[config.mk]
export PLATFORM = sky130hd
export DESIGN_NAME = ups_ram
export DESIGN_NICKNAME = d
export VERILOG_FILES = /design/src/rtl/ups_ram.sv
export SDC_FILE = /design/constraint.sdc
export NUM_CORES = 2
export LEC_CHECK = 0
export BUFFER_PORTS_ARGS = -buffer_cell sky130_fd_sc_hd__buf_2
export CAP_MARGIN = 30
export CORE_AREA = 10 10 367 369
export CTS_CLUSTER_SIZE = 10
export DETAILED_ROUTE_END_ITERATION = 10
export DIE_AREA = 0 0 377 379
export PLACE_DENSITY = 0.75
export SYNTH_ARGS = -nofsm -noshare
export SYNTH_HDL_FRONTEND = slang
export SYNTH_SLANG_ARGS = --single-unit
[constraint.sdc]
create_clock -name clk -period 3.12 [get_ports clk]
set_input_delay 0.312 -clock clk [delete_from_list [all_inputs] [get_ports clk]]
set_output_delay 0.312 -clock clk [all_outputs]
set_load 0.01 [all_outputs]
[src/rtl/ups_ram.sv]
// Generic single-write, single-read synchronous RAM with registered read.
// No dependencies.
module ups_ram #(
	parameter int WIDTH = 8,
	parameter int DEPTH = 256
) (
	input  logic                     clk,
	input  logic                     we,
	input  logic [$clog2(DEPTH)-1:0] waddr,
	input  logic [WIDTH-1:0]         wdata,
	input  logic [$clog2(DEPTH)-1:0] raddr,
	output logic [WIDTH-1:0]         rdata
);
	logic [WIDTH-1:0] mem [DEPTH];

	always_ff @(posedge clk) begin
		if (we) begin
			mem[waddr] <= wdata;
		end
		rdata <= mem[raddr];
	end
endmodule

==> Yosys cells after proc, flatten, opt, wreduce, memory -nomap -nowiden <==
Memory sizes are Yosys's and may differ from the RTL's. A register that Yosys moved wholly into a read port is not among the register bits.
Cells that the tools add are included.
Widths: inputs -> output; s select.
{ "classes": {"n_mux": 2} }
{ "op_table": {"columns": ["operator", "count"], "rows": [
  ["$mux 1", 2]
]} }
{ "totals": {"register_bits": 0, "ram_bits": 2048, "out_inout_bits": 8, "mem_count": 1} }
{ "mem_list": {"columns": ["name", "depth", "word_bits", "read_ports", "rd_clocked_by_memory_dff", "write_ports", "line_no", "source"], "rows": [
  ["mem", 256, 8, 1, 1, 1, "14", "logic [WIDTH-1:0] mem [DEPTH];"]
]} }

==> Longest topological paths before layout <==
{ "logic_depth": {"ltp_word": 2, "mapped_depth": 11, "mapped_depth_nobuf": 6} }

==> Worst setup path after synthesis <==
Ideal clock, no wire load.
{ "synth_path": {"kind": "in2reg", "from": "in raddr[0]", "to": "reg rdata[2], read port of mem", "setup_ps": 131, "arrival_time_ps": 2119, "t_required_ps": 2989, "path_slack_ps": 870, "cell_stages": 9, "n_path_buf": 4, "cell_sequence": "buf_6 buf_12 buf_8 buf_2 mux4_2 a22oi_1 a21oi_1 nor4_1 nor4_2"} }
{ "synth_lines": {"columns": ["item", "line_no", "source"], "rows": [
  ["start, declared", "11", "input logic [$clog2(DEPTH)-1:0] raddr,"],
  ["end, declared", "12", "output logic [WIDTH-1:0] rdata"]
]} }

==> flow_metrics.tcl <==
set metrics [dict create \
    status "complete, no violations" \
    switching_share 0.209 \
    max_slew.worst_pin.slew_ps 1040 \
    peakVddDrop_mv 0.646 \
    clk_pin_slew_ps 60 \
    ys_seq_elements 2056 \
    min_from "wdata[5]" \
    core-area_um2 127000 \
    tns_ps 0 \
    r2r_cells 6 \
    p_sw_mw 11.8 \
    dp_hpwl_um 120000 \
    pwr-share-seq 0.544 \
    yosys-top-cells-area "edfxtp_1, mux4_2, mux2i_1" \
    synth_edf_count 2048 \
    period_share 0.939 \
    cts_max_path_buffers 3 \
    critPathMaxFanout 1 \
    r2r-end "rdata[3]" \
    htree_levels 4 \
    clock_sinks 2056 \
    wirelength_um 197000 \
    vias_per_cell 6.96 \
    grt_pass1_vias 41672 \
    vias 41226 \
    async_flop_share 0 \
    pwr-share-comb 0.052 \
    dieWidth_um 377 \
    skew_ps 27.8 \
    ant_nets 0 \
    final_nets 4234 \
    clk_latency_ps 840 \
    p_per_area_nw_per_um2 620 \
    fin_crit_ps 2930 \
    place_area_um2 84500 \
    hold_depth 1 \
    grt_max_degree 132 \
    hold_class "in -> reg" \
    r2r_start "mem[83][3]" \
    critPathLaunchType "flip-flop" \
    worstPathArrival_ps 3620 \
    post_cts_resized 0 \
    worstSetupPathType "reg -> reg" \
    layout_commonest_cell "edfxtp_1" \
    drive_gt1_frac 0.280 \
    grt_pass1_wl_um 289000 \
    postSynthAreaPerCell_um2 21.3 \
    maxSlewHeadroom 0.299 \
    synth_cell_types 55 \
    drt_iter0_markers 6231 \
    p_leak_nw 28.9 \
    hold-path-endpoint "mem[225][5]" \
    synthesis.nets 3759 \
    critical_path.top_delay_family "compound AO/OA/AOI/OAI gates" \
    grt_usage 0.279 \
    synth-main-ff-cell "edfxtp_1" \
    rsz0062_at_grt "false" \
    clkPwrFrac 0.404 \
    drc 0 \
    syn_to_final_growth_pct 13.8 \
    slew_viol_final 0 \
    antenna_found_initial 17 \
    place.gp.congestion 0.869 \
    cp_slowest_cell "nor3_1" \
    path_depth 6 \
    slowest_delay_ps 650 \
    num_rows 131 \
    cts-root-buf "clkbuf_16" \
    synthesis.area_um2 79600 \
    wl_per_cell_um 33.3 \
    crit_chain "mux4_2 -> a22o_1 -> a221oi_1 -> o32ai_1 -> nor3_1 -> nor4_1" \
    final_cell_mix "edfxtp_1, mux4_2, buf_4" \
    setup_viol 0 \
    grt-ovfl-total 0 \
    cts_tree "done" \
    drv_cap 0 \
    first_pass_iters 6 \
    cp_num_buf_inv 0 \
    initial_core_util 0.626 \
    required_ps 3810 \
    netlist_instances 3733 \
    io_buffers 33 \
    dieHeight_um 379 \
    synth_warnings 0 \
    final_area_um2 90500 \
    internal_power_mw 44.4 \
    design.die.area_um2 143000 \
    synth_top_area_frac 0.773 \
    synth_top_area_cell "edfxtp_1" \
    rrSetupSlack_ps 190 \
    max_freq_mhz 341 \
    seq_area_frac_synth 0.775 \
    hold_viol 0 \
    critPathCaptureType "flip-flop" \
    cts_buffers 224 \
    io_pins 34 \
]
[cell usage after synthesis (all sizes together) (2+ instances only)]
cell,n
nor4,27
nand3,34
nor2b,31
mux4,456
mux2i,134
nand2b,8
a211oi,16
and2,6
nor3,22
and3b,2
o211ai,10
a31oi,2
a311oi,2
buf,122
a22o,8
a221oi,14
o221ai,47
a22oi,133
nand2,33
nor2,282
o22a,5
nand4,10
o21ai,12
nand3b,2
a21oi,96
o32ai,5
dfxtp,8
edfxtp,2048
or2,4
a2111oi,5
o22ai,28
clkbuf,111
[kinds of logic after synthesis]
logic type             synth area share
muxes                             0.146
AOI/OAI and AO/OA                0.0342
DFF                               0.775
buffers and inverters            0.0183
and+or+nand+nor                  0.0263
[stage by stage]
step                hold WS [ps]  cells  setup slack [ps]   util  power [mW]
floorplan                    411   3733               870      -        32.5
global placement             810   5638              -522  0.665        33.9
detailed placement           812   5640              -500  0.666        34.0
CTS                         67.0   5917               140  0.713        56.3
global route                 117   5919               147  0.713        57.4
finish                      96.1   5921               190  0.713        56.1
[worst max-delay path by stage]
stage,startpoint,endpoint,slack (ps)
final,mem[83][3],rdata[3],190
after detailed placement,raddr[0],rdata[3],-500
after global routing,mem[82][3],rdata[3],150
after CTS,mem[67][0],rdata[0],140
after global placement,raddr[0],rdata[3],-520
after floorplan,raddr[0],rdata[2],870
[final cells by class]
class	instances	area [um2]
Sequential cell	2056	61700
Antenna cell	3	7.51
Clock inverter	14	171
Clock buffer	260	5780
Fill cell	7077	36500
Tap cell	1662	2080
Timing Repair Buffer	482	4330
Multi-Input combinational cell	1442	16500
Inverter	2	7.51
[per-layer routing]
metal  share of wire  vias up  wire length (um)  GRT usage
li1                -    16511                 -          -
met1            0.36    21389             70900      0.387
met2            0.48     2832             94100      0.433
met3            0.12      474             23600     0.0679
met4           0.044       20              8660      0.112
met5         0.00067        -               132          0
[timing repair]
item	CTS	global route
endpoints found under the setup margin	0	0
buffers inserted	0	0
hold buffers	3	0
endpoints found under the hold margin	78	0
[sequential cells by signal (all words and copies together), names as in the netlist]
name and cells:
rdata 8, mem 2048
[power by group through the flow]
stage | registers (mW) | clock network, mW | logic, mW
3_5_place_dp | 31.1 | 0 | 2.87
3_3_place_gp | 31.1 | 0 | 2.81
4_1_cts | 30.5 | 22.8 | 2.90
5_1_grt | 30.5 | 23.9 | 3.05
2_1_floorplan | 31.1 | 0 | 1.48
6_report | 30.5 | 22.7 | 2.92
Note: power is estimated with default switching activity, not from simulation.
